File: src/design/first_fit_pool_allocator_core_defines.svh
// ----------------------------------------------------------------------------
// first fit pool allocator assertion macros
// shared property wrappers, clocked on clk and disabled in reset
// ----------------------------------------------------------------------------
`ifndef FIRST_FIT_POOL_ALLOCATOR_CORE_DEFINES_SVH
`define FIRST_FIT_POOL_ALLOCATOR_CORE_DEFINES_SVH

// condition holds at every edge
`define FFPA_ASSERT(label, cond, msg) \
    label: assert property (@(posedge clk) disable iff (!rst_n) (cond)) else $error(msg);

// same-cycle implication
`define FFPA_ASSERT_IMP(label, ante, cons, msg) \
    label: assert property (@(posedge clk) disable iff (!rst_n) (ante) |-> (cons)) else $error(msg);

// next-cycle implication
`define FFPA_ASSERT_NXT(label, ante, cons, msg) \
    label: assert property (@(posedge clk) disable iff (!rst_n) (ante) |=> (cons)) else $error(msg);

`endif

File: src/design/ffpa_pkg.sv
// ----------------------------------------------------------------------------
// ffpa_pkg
// constants, codes and controller/datapath interface types
// ----------------------------------------------------------------------------
`timescale 1ns / 1ps

package ffpa_pkg;

    localparam int POOL_SIZE    = 4096;
    localparam int MAX_SEGMENTS = 64;
    localparam int SIZE_W       = $clog2(POOL_SIZE + 1);
    localparam int OFF_W        = $clog2(POOL_SIZE);
    localparam int IDX_W        = $clog2(MAX_SEGMENTS);
    localparam int CNT_W        = IDX_W + 1;
    localparam int ENTRY_W      = SIZE_W + 1;

    typedef enum logic [1:0] {
        OP_ALLOC  = 2'd0,
        OP_FREE   = 2'd1,
        OP_RESIZE = 2'd2
    } op_t;

    typedef enum logic [4:0] {
        ST_INIT,
        ST_IDLE,
        ST_DISPATCH,
        ST_FF_RD,
        ST_FF_EV,
        ST_FU_RD,
        ST_FU_EV,
        ST_NX_RD,
        ST_NX_EV,
        ST_PV_RD,
        ST_PV_EV,
        ST_MG_WR,
        ST_RS_DEC,
        ST_W_NX,
        ST_W_CUR,
        ST_UP_RD,
        ST_UP_WR,
        ST_DN_RD,
        ST_DN_WR,
        ST_OK,
        ST_FAIL
    } state_t;

    typedef enum logic [1:0] {
        PH_MAIN,
        PH_MOVE,
        PH_OLD
    } phase_t;

    typedef enum logic [2:0] {
        RA_IDX,
        RA_NEXT,
        RA_PREV,
        RA_UP,
        RA_DN
    } rd_sel_t;

    typedef enum logic [2:0] {
        WR_NONE,
        WR_INIT,
        WR_INS,
        WR_CUR,
        WR_NX,
        WR_MERGE,
        WR_SHIFT
    } wr_sel_t;

    typedef enum logic [2:0] {
        K_HOLD,
        K_CNT,
        K_DEC,
        K_INC,
        K_MERGE,
        K_NEXT
    } k_op_t;

    typedef enum logic [1:0] {
        CNT_HOLD,
        CNT_INC,
        CNT_SUB
    } cnt_op_t;

    typedef enum logic [1:0] {
        RES_ZERO,
        RES_OFF,
        RES_FF
    } res_sel_t;

    typedef struct packed {
        logic     latch;
        logic     scan_clr;
        logic     scan_next;
        rd_sel_t  rd_sel;
        logic     cap_seg;
        logic     cap_ff;
        logic     nx_load;
        logic     pv_load;
        logic     from_ram;
        wr_sel_t  wr_sel;
        k_op_t    k_op;
        cnt_op_t  cnt_op;
        logic     out_load;
        logic     out_ok;
        res_sel_t res_sel;
    } dp_cmd_t;

    typedef struct packed {
        op_t  op;
        logic req_zero;
        logic scan_end;
        logic fit;
        logic fit_exact;
        logic full;
        logic fu_hit;
        logic fu_used;
        logic fu_past;
        logic has_next;
        logic has_prev;
        logic up_more;
        logic dn_more;
        logic dist_zero;
        logic shrink;
        logic same;
        logic grow_fit;
        logic grow_exact;
        logic nx_free;
        logic out_free;
    } dp_status_t;

endpackage

File: src/design/first_fit_pool_allocator_core.sv
// ----------------------------------------------------------------------------
// first_fit_pool_allocator_core
// each request scans the segment table entry by entry and may shift entries to insert or remove one
// a move scans for the old segment, then for a first fit and again for the old one, with shifts up and down
// one request at a time, next taken once the result is in the output register
// reset: the init state sets entry 0 to the whole free pool, in_stall high
// ----------------------------------------------------------------------------
`timescale 1ns / 1ps

module first_fit_pool_allocator_core (
    input  logic                        clk,
    input  logic                        rst_n,
    input  logic                        in_valid,
    output logic                        in_stall,
    input  logic [1:0]                  operation,
    input  logic [ffpa_pkg::OFF_W-1:0]  offset,
    input  logic [ffpa_pkg::SIZE_W-1:0] request_size,
    output logic                        out_valid,
    input  logic                        out_stall,
    output logic                        ok,
    output logic [ffpa_pkg::OFF_W-1:0]  result_offset
);

    ffpa_pkg::dp_cmd_t    cmd;
    ffpa_pkg::dp_status_t status;

    ffpa_ctrl u_ctrl (
        .clk      (clk),
        .rst_n    (rst_n),
        .in_valid (in_valid),
        .in_stall (in_stall),
        .status   (status),
        .cmd      (cmd)
    );

    ffpa_dp u_dp (
        .clk           (clk),
        .rst_n         (rst_n),
        .operation     (operation),
        .offset        (offset),
        .request_size  (request_size),
        .out_valid     (out_valid),
        .out_stall     (out_stall),
        .ok            (ok),
        .result_offset (result_offset),
        .cmd           (cmd),
        .status        (status)
    );

endmodule

File: src/design/ffpa_ram.sv
// ----------------------------------------------------------------------------
// ffpa_ram
// generic single write port ram with one registered read port
// ----------------------------------------------------------------------------
`timescale 1ns / 1ps

module ffpa_ram #(
    parameter int WIDTH = 8,
    parameter int DEPTH = 16
) (
    input  logic                     clk,
    input  logic                     we,
    input  logic [$clog2(DEPTH)-1:0] waddr,
    input  logic [WIDTH-1:0]         wdata,
    input  logic [$clog2(DEPTH)-1:0] raddr,
    output logic [WIDTH-1:0]         rdata
);

    logic [WIDTH-1:0] mem [DEPTH];
    logic [WIDTH-1:0] rdata_reg;

    always_ff @(posedge clk)
    begin
        if (we)
        begin
            mem[waddr] <= wdata;
        end
        rdata_reg <= mem[raddr];
    end

    assign rdata = rdata_reg;

endmodule

File: src/design/ffpa_ctrl.sv
// ----------------------------------------------------------------------------
// ffpa_ctrl
// request sequencer: scans, segment split, merge and table shifts
// ----------------------------------------------------------------------------
`timescale 1ns / 1ps

module ffpa_ctrl (
    input  logic                 clk,
    input  logic                 rst_n,
    input  logic                 in_valid,
    output logic                 in_stall,
    input  ffpa_pkg::dp_status_t status,
    output ffpa_pkg::dp_cmd_t    cmd
);

    ffpa_pkg::state_t state_reg, state_next;
    ffpa_pkg::phase_t phase_reg, phase_next;

    always_ff @(posedge clk or negedge rst_n)
    begin
        if (!rst_n)
        begin
            state_reg <= ffpa_pkg::ST_INIT;
            phase_reg <= ffpa_pkg::PH_MAIN;
        end
        else
        begin
            state_reg <= state_next;
            phase_reg <= phase_next;
        end
    end

    always_comb
    begin
        state_next = state_reg;
        phase_next = phase_reg;
        cmd        = '0;
        in_stall   = 1'b1;
        unique case (state_reg)
            ffpa_pkg::ST_INIT:
            begin
                cmd.wr_sel = ffpa_pkg::WR_INIT;
                state_next = ffpa_pkg::ST_IDLE;
            end
            ffpa_pkg::ST_IDLE:
            begin
                in_stall = 1'b0;
                if (in_valid)
                begin
                    cmd.latch    = 1'b1;
                    cmd.scan_clr = 1'b1;
                    phase_next   = ffpa_pkg::PH_MAIN;
                    state_next   = ffpa_pkg::ST_DISPATCH;
                end
            end
            ffpa_pkg::ST_DISPATCH:
            begin
                unique case (status.op)
                    ffpa_pkg::OP_ALLOC:
                        state_next = status.req_zero ? ffpa_pkg::ST_FAIL : ffpa_pkg::ST_FF_RD;
                    ffpa_pkg::OP_FREE:
                        state_next = ffpa_pkg::ST_FU_RD;
                    ffpa_pkg::OP_RESIZE:
                        state_next = status.req_zero ? ffpa_pkg::ST_FAIL : ffpa_pkg::ST_FU_RD;
                    default:
                        state_next = ffpa_pkg::ST_FAIL;
                endcase
            end
            ffpa_pkg::ST_FF_RD:
            begin
                cmd.rd_sel = ffpa_pkg::RA_IDX;
                state_next = status.scan_end ? ffpa_pkg::ST_FAIL : ffpa_pkg::ST_FF_EV;
            end
            ffpa_pkg::ST_FF_EV:
            begin
                if (status.fit)
                begin
                    cmd.cap_seg = 1'b1;
                    cmd.cap_ff  = 1'b1;
                    if (status.fit_exact)
                    begin
                        state_next = ffpa_pkg::ST_W_CUR;
                    end
                    else if (status.full)
                    begin
                        state_next = ffpa_pkg::ST_FAIL;
                    end
                    else
                    begin
                        cmd.k_op   = ffpa_pkg::K_CNT;
                        state_next = ffpa_pkg::ST_UP_RD;
                    end
                end
                else
                begin
                    cmd.scan_next = 1'b1;
                    state_next    = ffpa_pkg::ST_FF_RD;
                end
            end
            ffpa_pkg::ST_FU_RD:
            begin
                cmd.rd_sel = ffpa_pkg::RA_IDX;
                if (!status.scan_end)
                begin
                    state_next = ffpa_pkg::ST_FU_EV;
                end
                else
                begin
                    state_next = (phase_reg == ffpa_pkg::PH_OLD) ? ffpa_pkg::ST_OK
                                                                 : ffpa_pkg::ST_FAIL;
                end
            end
            ffpa_pkg::ST_FU_EV:
            begin
                if (status.fu_hit && status.fu_used)
                begin
                    cmd.cap_seg = 1'b1;
                    state_next  = ffpa_pkg::ST_NX_RD;
                end
                else if (status.fu_hit || status.fu_past)
                begin
                    state_next = (phase_reg == ffpa_pkg::PH_OLD) ? ffpa_pkg::ST_OK
                                                                 : ffpa_pkg::ST_FAIL;
                end
                else
                begin
                    cmd.scan_next = 1'b1;
                    state_next    = ffpa_pkg::ST_FU_RD;
                end
            end
            ffpa_pkg::ST_NX_RD, ffpa_pkg::ST_NX_EV:
            begin
                cmd.rd_sel = ffpa_pkg::RA_NEXT;
                if (state_reg == ffpa_pkg::ST_NX_RD && status.has_next)
                begin
                    state_next = ffpa_pkg::ST_NX_EV;
                end
                else
                begin
                    cmd.nx_load  = 1'b1;
                    cmd.from_ram = (state_reg == ffpa_pkg::ST_NX_EV);
                    if (status.op == ffpa_pkg::OP_RESIZE && phase_reg == ffpa_pkg::PH_MAIN)
                    begin
                        state_next = ffpa_pkg::ST_RS_DEC;
                    end
                    else
                    begin
                        state_next = ffpa_pkg::ST_PV_RD;
                    end
                end
            end
            ffpa_pkg::ST_PV_RD, ffpa_pkg::ST_PV_EV:
            begin
                cmd.rd_sel = ffpa_pkg::RA_PREV;
                if (state_reg == ffpa_pkg::ST_PV_RD && status.has_prev)
                begin
                    state_next = ffpa_pkg::ST_PV_EV;
                end
                else
                begin
                    cmd.pv_load  = 1'b1;
                    cmd.from_ram = (state_reg == ffpa_pkg::ST_PV_EV);
                    state_next   = ffpa_pkg::ST_MG_WR;
                end
            end
            ffpa_pkg::ST_MG_WR:
            begin
                cmd.wr_sel = ffpa_pkg::WR_MERGE;
                cmd.k_op   = ffpa_pkg::K_MERGE;
                state_next = ffpa_pkg::ST_DN_RD;
            end
            ffpa_pkg::ST_RS_DEC:
            begin
                if (status.shrink)
                begin
                    if (status.nx_free)
                    begin
                        state_next = ffpa_pkg::ST_W_NX;
                    end
                    else if (status.full)
                    begin
                        state_next = ffpa_pkg::ST_FAIL;
                    end
                    else
                    begin
                        cmd.k_op   = ffpa_pkg::K_CNT;
                        state_next = ffpa_pkg::ST_UP_RD;
                    end
                end
                else if (status.same)
                begin
                    state_next = ffpa_pkg::ST_OK;
                end
                else if (status.grow_fit)
                begin
                    if (status.grow_exact)
                    begin
                        cmd.k_op   = ffpa_pkg::K_NEXT;
                        state_next = ffpa_pkg::ST_DN_RD;
                    end
                    else
                    begin
                        state_next = ffpa_pkg::ST_W_NX;
                    end
                end
                else
                begin
                    cmd.scan_clr = 1'b1;
                    phase_next   = ffpa_pkg::PH_MOVE;
                    state_next   = ffpa_pkg::ST_FF_RD;
                end
            end
            ffpa_pkg::ST_W_NX:
            begin
                cmd.wr_sel = ffpa_pkg::WR_NX;
                state_next = ffpa_pkg::ST_W_CUR;
            end
            ffpa_pkg::ST_W_CUR:
            begin
                cmd.wr_sel = ffpa_pkg::WR_CUR;
                if (phase_reg == ffpa_pkg::PH_MOVE)
                begin
                    cmd.scan_clr = 1'b1;
                    phase_next   = ffpa_pkg::PH_OLD;
                    state_next   = ffpa_pkg::ST_FU_RD;
                end
                else
                begin
                    state_next = ffpa_pkg::ST_OK;
                end
            end
            ffpa_pkg::ST_UP_RD:
            begin
                cmd.rd_sel = ffpa_pkg::RA_UP;
                if (status.up_more)
                begin
                    state_next = ffpa_pkg::ST_UP_WR;
                end
                else
                begin
                    cmd.wr_sel = ffpa_pkg::WR_INS;
                    cmd.cnt_op = ffpa_pkg::CNT_INC;
                    state_next = ffpa_pkg::ST_W_CUR;
                end
            end
            ffpa_pkg::ST_UP_WR:
            begin
                cmd.wr_sel = ffpa_pkg::WR_SHIFT;
                cmd.k_op   = ffpa_pkg::K_DEC;
                state_next = ffpa_pkg::ST_UP_RD;
            end
            ffpa_pkg::ST_DN_RD:
            begin
                cmd.rd_sel = ffpa_pkg::RA_DN;
                if (!status.dist_zero && status.dn_more)
                begin
                    state_next = ffpa_pkg::ST_DN_WR;
                end
                else
                begin
                    if (!status.dist_zero)
                    begin
                        cmd.cnt_op = ffpa_pkg::CNT_SUB;
                    end
                    if (status.op == ffpa_pkg::OP_RESIZE && phase_reg == ffpa_pkg::PH_MAIN)
                    begin
                        state_next = ffpa_pkg::ST_W_CUR;
                    end
                    else
                    begin
                        state_next = ffpa_pkg::ST_OK;
                    end
                end
            end
            ffpa_pkg::ST_DN_WR:
            begin
                cmd.wr_sel = ffpa_pkg::WR_SHIFT;
                cmd.k_op   = ffpa_pkg::K_INC;
                state_next = ffpa_pkg::ST_DN_RD;
            end
            ffpa_pkg::ST_OK:
            begin
                if (status.out_free)
                begin
                    cmd.out_load = 1'b1;
                    cmd.out_ok   = 1'b1;
                    if (phase_reg == ffpa_pkg::PH_OLD || status.op == ffpa_pkg::OP_ALLOC)
                    begin
                        cmd.res_sel = ffpa_pkg::RES_FF;
                    end
                    else if (status.op == ffpa_pkg::OP_FREE)
                    begin
                        cmd.res_sel = ffpa_pkg::RES_ZERO;
                    end
                    else
                    begin
                        cmd.res_sel = ffpa_pkg::RES_OFF;
                    end
                    state_next = ffpa_pkg::ST_IDLE;
                end
            end
            ffpa_pkg::ST_FAIL:
            begin
                if (status.out_free)
                begin
                    cmd.out_load = 1'b1;
                    cmd.res_sel  = ffpa_pkg::RES_ZERO;
                    state_next   = ffpa_pkg::ST_IDLE;
                end
            end
            default:
            begin
                state_next = ffpa_pkg::ST_IDLE;
            end
        endcase
    end

endmodule

File: src/design/ffpa_dp.sv
// ----------------------------------------------------------------------------
// ffpa_dp
// segment table, scan accumulators, shift pointers and result register
// ----------------------------------------------------------------------------
`timescale 1ns / 1ps

`include "first_fit_pool_allocator_core_defines.svh"

module ffpa_dp (
    input  logic                               clk,
    input  logic                               rst_n,
    input  logic [1:0]                         operation,
    input  logic [ffpa_pkg::OFF_W-1:0]         offset,
    input  logic [ffpa_pkg::SIZE_W-1:0]        request_size,
    output logic                               out_valid,
    input  logic                               out_stall,
    output logic                               ok,
    output logic [ffpa_pkg::OFF_W-1:0]         result_offset,
    input  ffpa_pkg::dp_cmd_t                  cmd,
    output ffpa_pkg::dp_status_t               status
);

    ffpa_pkg::op_t                     op_reg;
    logic [ffpa_pkg::OFF_W-1:0]        off_reg;
    logic [ffpa_pkg::SIZE_W-1:0]       req_reg;
    logic [ffpa_pkg::CNT_W-1:0]        idx_reg, idx_next;
    logic [ffpa_pkg::SIZE_W-1:0]       start_reg, start_next;
    logic [ffpa_pkg::CNT_W-1:0]        cnt_reg, cnt_next;
    logic [ffpa_pkg::CNT_W-1:0]        fi_reg;
    logic [ffpa_pkg::SIZE_W-1:0]       s_reg;
    logic [ffpa_pkg::SIZE_W-1:0]       ff_reg;
    logic [ffpa_pkg::SIZE_W-1:0]       n_reg;
    logic                              nfree_reg;
    logic [ffpa_pkg::SIZE_W-1:0]       p_reg;
    logic                              pfree_reg;
    logic [ffpa_pkg::CNT_W-1:0]        k_reg, k_next;
    logic [1:0]                        dist_reg, dist_next;
    logic                              out_valid_reg, out_valid_next;
    logic                              ok_reg;
    logic [ffpa_pkg::OFF_W-1:0]        res_reg;

    logic                              ram_we;
    logic [ffpa_pkg::IDX_W-1:0]        ram_waddr, ram_raddr;
    logic [ffpa_pkg::ENTRY_W-1:0]      ram_wdata, ram_rdata;
    logic                              r_used;
    logic [ffpa_pkg::SIZE_W-1:0]       r_size;

    logic [ffpa_pkg::CNT_W-1:0]        fi_p1, fi_m1, k_m1, k_pd;
    logic [ffpa_pkg::SIZE_W:0]         sum_sn;
    logic [ffpa_pkg::SIZE_W-1:0]       nx_size, ins_size, merge_size;
    logic                              out_free;

    assign r_used   = ram_rdata[ffpa_pkg::SIZE_W];
    assign r_size   = ram_rdata[ffpa_pkg::SIZE_W-1:0];
    assign fi_p1    = fi_reg + 1'b1;
    assign fi_m1    = fi_reg - 1'b1;
    assign k_m1     = k_reg - 1'b1;
    assign k_pd     = k_reg + ffpa_pkg::CNT_W'(dist_reg);
    assign sum_sn   = {1'b0, s_reg} + {1'b0, n_reg};
    assign nx_size  = ffpa_pkg::SIZE_W'(sum_sn - {1'b0, req_reg});
    assign ins_size = s_reg - req_reg;
    assign merge_size = (pfree_reg ? p_reg : '0) + s_reg + (nfree_reg ? n_reg : '0);
    assign out_free = !out_valid_reg || !out_stall;

    ffpa_ram #(
        .WIDTH (ffpa_pkg::ENTRY_W),
        .DEPTH (ffpa_pkg::MAX_SEGMENTS)
    ) u_table (
        .clk   (clk),
        .we    (ram_we),
        .waddr (ram_waddr),
        .wdata (ram_wdata),
        .raddr (ram_raddr),
        .rdata (ram_rdata)
    );

    always_comb
    begin
        unique case (cmd.rd_sel)
            ffpa_pkg::RA_IDX:  ram_raddr = idx_reg[ffpa_pkg::IDX_W-1:0];
            ffpa_pkg::RA_NEXT: ram_raddr = fi_p1[ffpa_pkg::IDX_W-1:0];
            ffpa_pkg::RA_PREV: ram_raddr = fi_m1[ffpa_pkg::IDX_W-1:0];
            ffpa_pkg::RA_UP:   ram_raddr = k_m1[ffpa_pkg::IDX_W-1:0];
            ffpa_pkg::RA_DN:   ram_raddr = k_pd[ffpa_pkg::IDX_W-1:0];
            default:           ram_raddr = idx_reg[ffpa_pkg::IDX_W-1:0];
        endcase
    end

    always_comb
    begin
        ram_we    = 1'b1;
        ram_waddr = fi_reg[ffpa_pkg::IDX_W-1:0];
        ram_wdata = '0;
        unique case (cmd.wr_sel)
            ffpa_pkg::WR_NONE:
            begin
                ram_we = 1'b0;
            end
            ffpa_pkg::WR_INIT:
            begin
                ram_waddr = '0;
                ram_wdata = {1'b0, ffpa_pkg::SIZE_W'(ffpa_pkg::POOL_SIZE)};
            end
            ffpa_pkg::WR_INS:
            begin
                ram_waddr = fi_p1[ffpa_pkg::IDX_W-1:0];
                ram_wdata = {1'b0, ins_size};
            end
            ffpa_pkg::WR_CUR:
            begin
                ram_wdata = {1'b1, req_reg};
            end
            ffpa_pkg::WR_NX:
            begin
                ram_waddr = fi_p1[ffpa_pkg::IDX_W-1:0];
                ram_wdata = {1'b0, nx_size};
            end
            ffpa_pkg::WR_MERGE:
            begin
                ram_waddr = pfree_reg ? fi_m1[ffpa_pkg::IDX_W-1:0]
                                      : fi_reg[ffpa_pkg::IDX_W-1:0];
                ram_wdata = {1'b0, merge_size};
            end
            ffpa_pkg::WR_SHIFT:
            begin
                ram_waddr = k_reg[ffpa_pkg::IDX_W-1:0];
                ram_wdata = ram_rdata;
            end
            default:
            begin
                ram_we = 1'b0;
            end
        endcase
    end

    always_comb
    begin
        idx_next   = idx_reg;
        start_next = start_reg;
        if (cmd.scan_clr)
        begin
            idx_next   = '0;
            start_next = '0;
        end
        else if (cmd.scan_next)
        begin
            idx_next   = idx_reg + 1'b1;
            start_next = start_reg + r_size;
        end

        k_next    = k_reg;
        dist_next = dist_reg;
        unique case (cmd.k_op)
            ffpa_pkg::K_HOLD: k_next = k_reg;
            ffpa_pkg::K_CNT:  k_next = cnt_reg;
            ffpa_pkg::K_DEC:  k_next = k_m1;
            ffpa_pkg::K_INC:  k_next = k_reg + 1'b1;
            ffpa_pkg::K_MERGE:
            begin
                k_next    = pfree_reg ? fi_reg : fi_p1;
                dist_next = {1'b0, pfree_reg} + {1'b0, nfree_reg};
            end
            ffpa_pkg::K_NEXT:
            begin
                k_next    = fi_p1;
                dist_next = 2'd1;
            end
            default: k_next = k_reg;
        endcase

        case (cmd.cnt_op)
            ffpa_pkg::CNT_INC: cnt_next = cnt_reg + 1'b1;
            ffpa_pkg::CNT_SUB: cnt_next = cnt_reg - ffpa_pkg::CNT_W'(dist_reg);
            default:           cnt_next = cnt_reg;
        endcase

        out_valid_next = out_valid_reg;
        if (cmd.out_load)
        begin
            out_valid_next = 1'b1;
        end
        else if (!out_stall)
        begin
            out_valid_next = 1'b0;
        end
    end

    always_ff @(posedge clk or negedge rst_n)
    begin
        if (!rst_n)
        begin
            cnt_reg       <= ffpa_pkg::CNT_W'(1);
            out_valid_reg <= 1'b0;
        end
        else
        begin
            cnt_reg       <= cnt_next;
            out_valid_reg <= out_valid_next;
        end
    end

    always_ff @(posedge clk)
    begin
        idx_reg   <= idx_next;
        start_reg <= start_next;
        k_reg     <= k_next;
        dist_reg  <= dist_next;
        if (cmd.latch)
        begin
            op_reg  <= ffpa_pkg::op_t'(operation);
            off_reg <= offset;
            req_reg <= request_size;
        end
        if (cmd.cap_seg)
        begin
            fi_reg <= idx_reg;
            s_reg  <= r_size;
        end
        if (cmd.cap_ff)
        begin
            ff_reg <= start_reg;
        end
        if (cmd.nx_load)
        begin
            nfree_reg <= cmd.from_ram && !r_used;
            n_reg     <= r_size;
        end
        if (cmd.pv_load)
        begin
            pfree_reg <= cmd.from_ram && !r_used;
            p_reg     <= r_size;
        end
        if (cmd.out_load)
        begin
            ok_reg <= cmd.out_ok;
            case (cmd.res_sel)
                ffpa_pkg::RES_OFF: res_reg <= off_reg;
                ffpa_pkg::RES_FF:  res_reg <= ff_reg[ffpa_pkg::OFF_W-1:0];
                default:           res_reg <= '0;
            endcase
        end
    end

    always_comb
    begin
        status            = '0;
        status.op         = op_reg;
        status.req_zero   = (req_reg == '0);
        status.scan_end   = (idx_reg >= cnt_reg);
        status.fit        = !r_used && (r_size >= req_reg);
        status.fit_exact  = (r_size == req_reg);
        status.full       = (cnt_reg == ffpa_pkg::CNT_W'(ffpa_pkg::MAX_SEGMENTS));
        status.fu_hit     = (start_reg == {1'b0, off_reg});
        status.fu_used    = r_used;
        status.fu_past    = (start_reg > {1'b0, off_reg});
        status.has_next   = (fi_p1 < cnt_reg);
        status.has_prev   = (fi_reg != '0);
        status.up_more    = (k_reg > fi_p1);
        status.dn_more    = (k_pd < cnt_reg);
        status.dist_zero  = (dist_reg == 2'd0);
        status.shrink     = (req_reg < s_reg);
        status.same       = (req_reg == s_reg);
        status.grow_fit   = nfree_reg && (sum_sn >= {1'b0, req_reg});
        status.grow_exact = (sum_sn == {1'b0, req_reg});
        status.nx_free    = nfree_reg;
        status.out_free   = out_free;
    end

    assign out_valid     = out_valid_reg;
    assign ok            = ok_reg;
    assign result_offset = res_reg;

    `FFPA_ASSERT(a_cnt_range, (cnt_reg != '0) && (cnt_reg <= ffpa_pkg::CNT_W'(ffpa_pkg::MAX_SEGMENTS)), "segment count out of range")
    `FFPA_ASSERT_IMP(a_ins_room, cmd.cnt_op == ffpa_pkg::CNT_INC, cnt_reg < ffpa_pkg::CNT_W'(ffpa_pkg::MAX_SEGMENTS), "insert into full table")
    `FFPA_ASSERT_IMP(a_rm_room, cmd.cnt_op == ffpa_pkg::CNT_SUB, cnt_reg > ffpa_pkg::CNT_W'(dist_reg), "remove beyond table")
    `FFPA_ASSERT_NXT(a_out_load, cmd.out_load && out_free, out_valid_reg, "result register not loaded")

endmodule

File: config.mk
export PLATFORM = sky130hd
export DESIGN_NAME = first_fit_pool_allocator_core
export DESIGN_NICKNAME = d
export VERILOG_FILES = /design/src/design/ffpa_pkg.sv /design/src/design/first_fit_pool_allocator_core.sv /design/src/design/ffpa_ram.sv /design/src/design/ffpa_ctrl.sv /design/src/design/ffpa_dp.sv
export VERILOG_INCLUDE_DIRS = /design/src /design/src/design
export SDC_FILE = /design/constraint.sdc
export NUM_CORES = 2
export LEC_CHECK = 0
export BUFFER_PORTS_ARGS = -buffer_cell sky130_fd_sc_hd__buf_2
export CAP_MARGIN = 20
export CORE_AREA = 2 2 334 336
export CTS_BUF_LIST = sky130_fd_sc_hd__clkbuf_4 sky130_fd_sc_hd__clkbuf_8 sky130_fd_sc_hd__clkbuf_16
export CTS_CLUSTER_SIZE = 24
export DETAILED_ROUTE_END_ITERATION = 12
export DIE_AREA = 0 0 336 338
export SYNTH_ARGS = -nofsm -noshare
export SYNTH_HDL_FRONTEND = slang
export SYNTH_SLANG_ARGS = --single-unit
File: constraint.sdc
create_clock -name clk -period 6.14 [get_ports clk]
set_input_delay 0.307 -clock clk [delete_from_list [all_inputs] [get_ports clk]]
set_output_delay 0.307 -clock clk [all_outputs]
set_load 0.02 [all_outputs]
## Word-level counts from Yosys, hierarchy flattened

Memory sizes are Yosys's and may differ from the RTL's. A register that Yosys moved wholly into a read port is not among the register bits.
Cells that the tools add are included.

| operators by class | value |
|---|---|
| $add $sub $neg | 15 |
| multiply operators | 0 |
| divide/modulo/power cells | 0 |
| $lt $le $gt $ge | 8 |
| equal/unequal tests | 55 |
| shifts and indexed selects | 0 |
| muxes and demuxes | 92 |
| bitwise logic cells | 0 |
| reductions and logical operators | 34 |

Operator list:

| kind | number |
|---|---|
| two-way mux 5 bit | 20 |
| case mux 14 bit (6 select lines) | 1 |
| case mux 5 bit (16 select lines) | 1 |
| case mux 6 bit (4 select lines) | 2 |
| == test 5 x 4 -> 1 bit (second input constant) | 8 |
| adder 13 bit | 3 |
| case mux 7 bit (5 select lines) | 1 |
| two-way mux 3 bit | 10 |
| adder 7 x 1 -> 7 bit (second input constant) | 4 |
| == test 13 bit | 2 |
| two-way mux 13 bit | 2 |
| two-way mux 2 bit | 13 |
| subtractor 13 bit | 2 |
| == test 5 bit (second input constant) | 5 |
| two-way mux 1 bit | 25 |
| case mux 12 bit (2 select lines) | 1 |
| == test 5 x 3 -> 1 bit (second input constant) | 4 |
| == test 3 x 2 -> 1 bit (second input constant) | 6 |
| == test 3 bit (second input constant) | 6 |
| case mux 3 bit (6 select lines) | 1 |
| case mux 3 bit (5 select lines) | 1 |
| case mux 5 bit (3 select lines) | 1 |
| adder 13 x 13 -> 14 bit | 1 |
| == test 14 x 13 -> 1 bit | 1 |
| 44 further kinds | 83 |

| storage, ports and cells | value |
|---|---|
| register bits after elaboration | 144 |
| bits in latches | 0 |
| bits in writable memories | 896 |
| bits in read-only memories | 0 |
| input bits | 31 |
| output and inout bits | 15 |
| word-level logic and storage cells | 225 |
| memories | 1 |

Memory list:

| name | depth | width | rd ports | clocked after Yosys merged registers in | write ports | RTL line | text |
|---|---|---|---|---|---|---|---|
| u_dp.u_table.mem | 64 | 14 | 1 | 1 | 1 | ffpa_ram.sv:19 | `logic [WIDTH-1:0] mem [DEPTH];` |

## Longest topological paths before layout

| depth | value |
|---|---|
| depth after elaboration | 9 |
| gate-level depth with buffers | 24 |
| depth with buffers taken out | 23 |

## By module

From an unflattened synthesis, not the netlist that was laid out.

| second synthesis, totals | value |
|---|---|
| cell total of the unflattened synthesis | 2870 |
| area, all modules | 47236.6 um^2 |

Modules (own cells, without submodules):

| module | instances | cells each | area an instance (um^2) | seq. area each (um^2) |
|---|---|---|---|---|
| ffpa_ram | 1 | 1524 | 34683.3 | 27186.1 |
| ffpa_dp | 1 | 1146 | 11151.9 | 3875.0 |
| ffpa_ctrl | 1 | 200 | 1401.3 | 175.2 |

## Worst setup path before layout

No wires, ideal clock.

| path | value |
|---|---|
| kind | register -> register |
| start | register u_dp.pfree_reg |
| end | memory u_dp.u_table.mem[0][8] (netlist bit), data pin |
| setup time | 0.701 ns |
| data arrival time | 5.398 ns |
| data required time | 5.439 ns |
| slack | 0.040 ns |
| stages on the path, launching flop included | 15 |
| clock period less this slack | 6.100 ns |
| cell sequence | edfxtp_1 > clkbuf_1 > buf_1 > nand2_1 > fa_1 > inv_1 > ha_1 > a21o_1 > a21oi_1 > nor2b_1 > o21a_1 > nor4_1 > nor3_1 > xnor2_1 > o21ai_0 |

| on the way | value |
|---|---|
| longest elaborated chain between the ends | 4 |

Ends and longest elaborated chain:

| what | RTL line | text |
|---|---|---|
| start, declared | ffpa_dp.sv:35 | `logic pfree_reg;` |
| start signal, assigned | ffpa_dp.sv:230 | `pfree_reg <= cmd.from_ram && !r_used;` |
| two-way mux 13 bit | ffpa_dp.sv:62 | `assign merge_size = (pfree_reg ? p_reg : '0) + s_reg + (nfree_reg ? n_reg : '0);` |
| adder 13 bit (2 in series) | ffpa_dp.sv:62 |  |
| case mux 14 bit (6 select lines) | ffpa_dp.sv:94 | `unique case (cmd.wr_sel)` |
| named net u_dp.ram_wdata (one bit) | ffpa_dp.sv:44 | `logic [ffpa_pkg::ENTRY_W-1:0] ram_wdata, ram_rdata;` |
| end, declared | ffpa_ram.sv:19 |  |

The timed path passes the listed nets, and every way through them passes these cells.

## Worst setup path in the final report

| path | value |
|---|---|
| start | register u_dp.fi_reg[0] (netlist bit) |
| end | memory u_dp.u_table.mem[4][10] (netlist bit) (enable) |

| on the way | value |
|---|---|
| longest elaborated chain between the ends | 9 |
| elaborated cells between the ends (all ways) | 18 |

Ends and longest elaborated chain:

| what | RTL line | text |
|---|---|---|
| start, declared | ffpa_dp.sv:29 | `logic [ffpa_pkg::CNT_W-1:0] fi_reg;` |
| start signal, assigned | ffpa_dp.sv:216 | `fi_reg <= idx_reg;` |
| adder 7 x 1 -> 7 bit | ffpa_dp.sv:55 | `assign fi_p1 = fi_reg + 1'b1;` |
| > comparator 7 bit | ffpa_dp.sv:258 | `status.up_more = (k_reg > fi_p1);` |
| two-way mux 2 bit | ffpa_ctrl.sv:235 | `if (status.up_more)` |
| case mux 3 bit (6 select lines) | ffpa_ctrl.sv:39 | `unique case (state_reg)` |
| == test 3 x 1 -> 1 bit, or another cell as far along | ffpa_dp.sv:94 |  |
| OR reduction 6 bit (no source line) | - |  |
| two-way mux 1 bit | ffpa_dp.sv:94 |  |
| two-way mux 1 bit | ffpa_ram.sv:24 | `if (we)` |
| two-way mux 1 bit (not written as such) | ffpa_ram.sv:26 | `mem[waddr] <= wdata;` |

Parallel ways exist; a longest one is shown, timed or not.

==> flow_summary.ini <==
[final_layout]
largest_reg_flops = 896
num-nets-final = 4332
stdcell_area_sq_um = 54380
area_delta_synth_final_pct = 13.32
diodes = 0
layout-drive-gt1-share = 0.09880

[detailed_routing]
drt_pass1_iterations = 6
drt_iter0_drc = 3625
drc = 0
wire_per_inst_um = 23.78
routed_wl_um = 136200
via_per_inst = 5.682
drtAntennaViolNets = 0
vias = 32550

[timing]
maxSlewHeadroom = 0.2632
tns_ns = 0
rsz0062_at_grt = false
min_period_ns = 5.553
setup_viol = 0
finalCritPeriodShare = 0.9044
max_freq_mhz = 180.1
tightestPinTransition_ns = 1.099
drv_slew = 0
hold_viol = 0
finalClockSkew_ns = 0.03333

[setup_path]
rr_worst_depth = 17
crit_path_cell_trace = ha_1 > nand3_1 > xnor2_1 > inv_1 > ha_1 > a21o_1 > a21oi_1 > nor2b_1 > o31a_1 > o21ai_1 > a21oi_1 > o21ai_1 > nand3_1 > nand2b_1 > buf_4 > nor2_1 > buf_4
slowest_delay_ns = 0.64
crit_family = compound AO/OA/AOI/OAI gates
worst-path-buf-inv = 3
path_depth = 17
critPathSlowestCell = edfxtp_1
startpoint_type = flop
critPathMaxFanout = 10
cp.arrival_ns = 5.96
critPathCaptureType = flop
critPathRequiredTime_ns = 6.55
worstSetupPathType = reg2reg

[synth]
netlist_area_sq_um = 47980
synth_area_per_cell_sq_um = 11.92
synth_edf_count = 1005
syn-num-nets = 4211
synthFlopType = edfxtp_1
synthCells = 4026
synth_cell_types = 88
async_flop_share = 0.01423
yosys_warnings = 0
synth-seq-cells = 1054
ys_seq_area_frac = 0.6510

[place]
place_hpwl_um = 84360
io_buffers = 45
gp_congestion = 0.9335
placedInstanceArea_sq_um = 50540

[cts]
cts.sinks = 1054
cts_tree = done
clk_latency_ns = 0.70
clk_path_buf_depth = 3
cts_made_buffers = 109
clk_root_buffer_cell = clkbuf_16
clkTransAtPathRegs_ns = 0.07
cts-resized-gates = 0
htree_levels = 3

[grt]
track_usage = 0.2379
grt_max_degree = 107
antenna_found_initial = 1
grt_pass1_wl_um = 201900
grt_pass1_vias = 30930
grt-ovfl-total = 0

[power]
power_density_nw_per_um2 = 504.9
power.leakage_nw = 20.26
vdd_drop_max_mv = 0.5007

[floorplanning]
die_h_um = 338
initial_utilization = 0.4360
dieArea_sq_um = 113600
io_pins = 46
coreArea_sq_um = 110100
die_x_um = 336
rows = 122

[run]
drv_cap = 0

[hold_path]
min_path_type = in2async

[run_status]
outcome = finished clean
## layout make-up
class                   count  area (sq um)
clock buffers             134          2963
clock inverters            71         566.8
fillers                  9632         55680
inverters                 114         427.9
multi-input cells        2643         15430
flip-flops and latches   1054         31240
well taps                1488          1862
repair buffers            225          1887
## where the power goes
part	total, W	switching [W]	leakage, nW	internal, W
combinational	0.0115	0.00792	8.71	0.00358
sequential	0.00940	0.000528	9.78	0.00887
clock	0.00655	0.00280	1.76	0.00376
## cells by family after synthesis
family	after synthesis	synth area share
buffers and inverters	329	0.03210
and+or+nand+nor	1787	0.1634
DFF	1054	0.6510
muxes	61	0.01343
AOI/OAI and AO/OA	547	0.07977
xor gates and xnor gates	94	0.01716
adders and majority gates	154	0.04313
## per-stage QoR
step / util / hold slack, ns / power [W] / setup slack [ns] / std cells
finish: 0.4941 / 0.1002 / 0.02746 / 0.5871 / 5729
global placement: 0.4590 / 0.2918 / 0.02084 / 0.9119 / 5491
global route: 0.4941 / 0.1511 / 0.02878 / 0.1946 / 5729
floorplan: - / 0.01141 / 0.01655 / 0.04046 / 4026
CTS: 0.4939 / 0.08105 / 0.02750 / 0.7473 / 5727
detailed placement: 0.4592 / 0.2922 / 0.02092 / 0.7519 / 5493
## layout by cell type (no fill, tap or decap), drive strengths merged, types with 80 or more instances in the layout
cell type / synthesis / final
a21oi: 110 / 110
and3: 80 / 80
buf: 134 / 196
clkbuf: 81 / 134
edfxtp: 1005 / 1005
ha: 135 / 135
inv: 114 / 121
nand2: 1022 / 1022
nand3: 320 / 320
nor2: 180 / 180
o21ai: 82 / 82
## routing by layer
| metal | part of all wire | GRT usage | vias up |
|---|---|---|---|
| met5 | 0 | 0 | - |
| met4 | 0.036 | 0.08950 | 0 |
| met3 | 0.074 | 0.03598 | 228 |
| met2 | 0.46 | 0.3717 | 1272 |
| met1 | 0.43 | 0.3370 | 16100 |
| li1 | - | - | 14950 |
## path summary, 6_finish.rpt
kind                       slack [ns]                                end                           start
setup / recovery                 0.59  u_dp.u_table.mem[4][10]$_DFFE_PP_        u_dp.fi_reg[0]$_DFFE_PP_
hold / removal                   0.10    u_ctrl.state_reg[4]$_DFFE_PN0P_                           rst_n
max in group asynchronous        5.69        u_dp.cnt_reg[0]$_DFFE_PN1P_                           rst_n
hold reg to reg                  0.50           u_dp.ff_reg[0]$_DFFE_PP_  u_dp.start_reg[0]$_SDFFE_PP0P_
setup reg to reg                 0.59  u_dp.u_table.mem[4][10]$_DFFE_PP_        u_dp.fi_reg[0]$_DFFE_PP_
min in group clk                 0.18    u_ctrl.phase_reg[1]$_DFFE_PN0P_                        in_valid
## repair_timing
item | CTS | global route
setup buffers | 0 | 0
hold buffers | 29 | 0
hold endpoints to repair | 43 | 0
## synth_stat cells (34+ instances only)
cell type / instances / area [sq um]
nand3_1: 320 / 1602
a31oi_1: 62 / 387.9
nor2_1: 177 / 664.4
xnor2_1: 67 / 586.8
o221ai_1: 35 / 306.5
mux2i_1: 55 / 550.5
ha_1: 135 / 1689
nand2_1: 1021 / 3832
clkbuf_1: 81 / 304.0
buf_2: 88 / 440.4
and3_1: 79 / 494.2
a21o_1: 43 / 322.8
edfxtp_1: 1005 / 30180
a21oi_1: 108 / 540.5
inv_1: 114 / 427.9
dfxtp_1: 34 / 680.7
o21ai_0: 77 / 385.4
(Power assumes the default switching activity.)
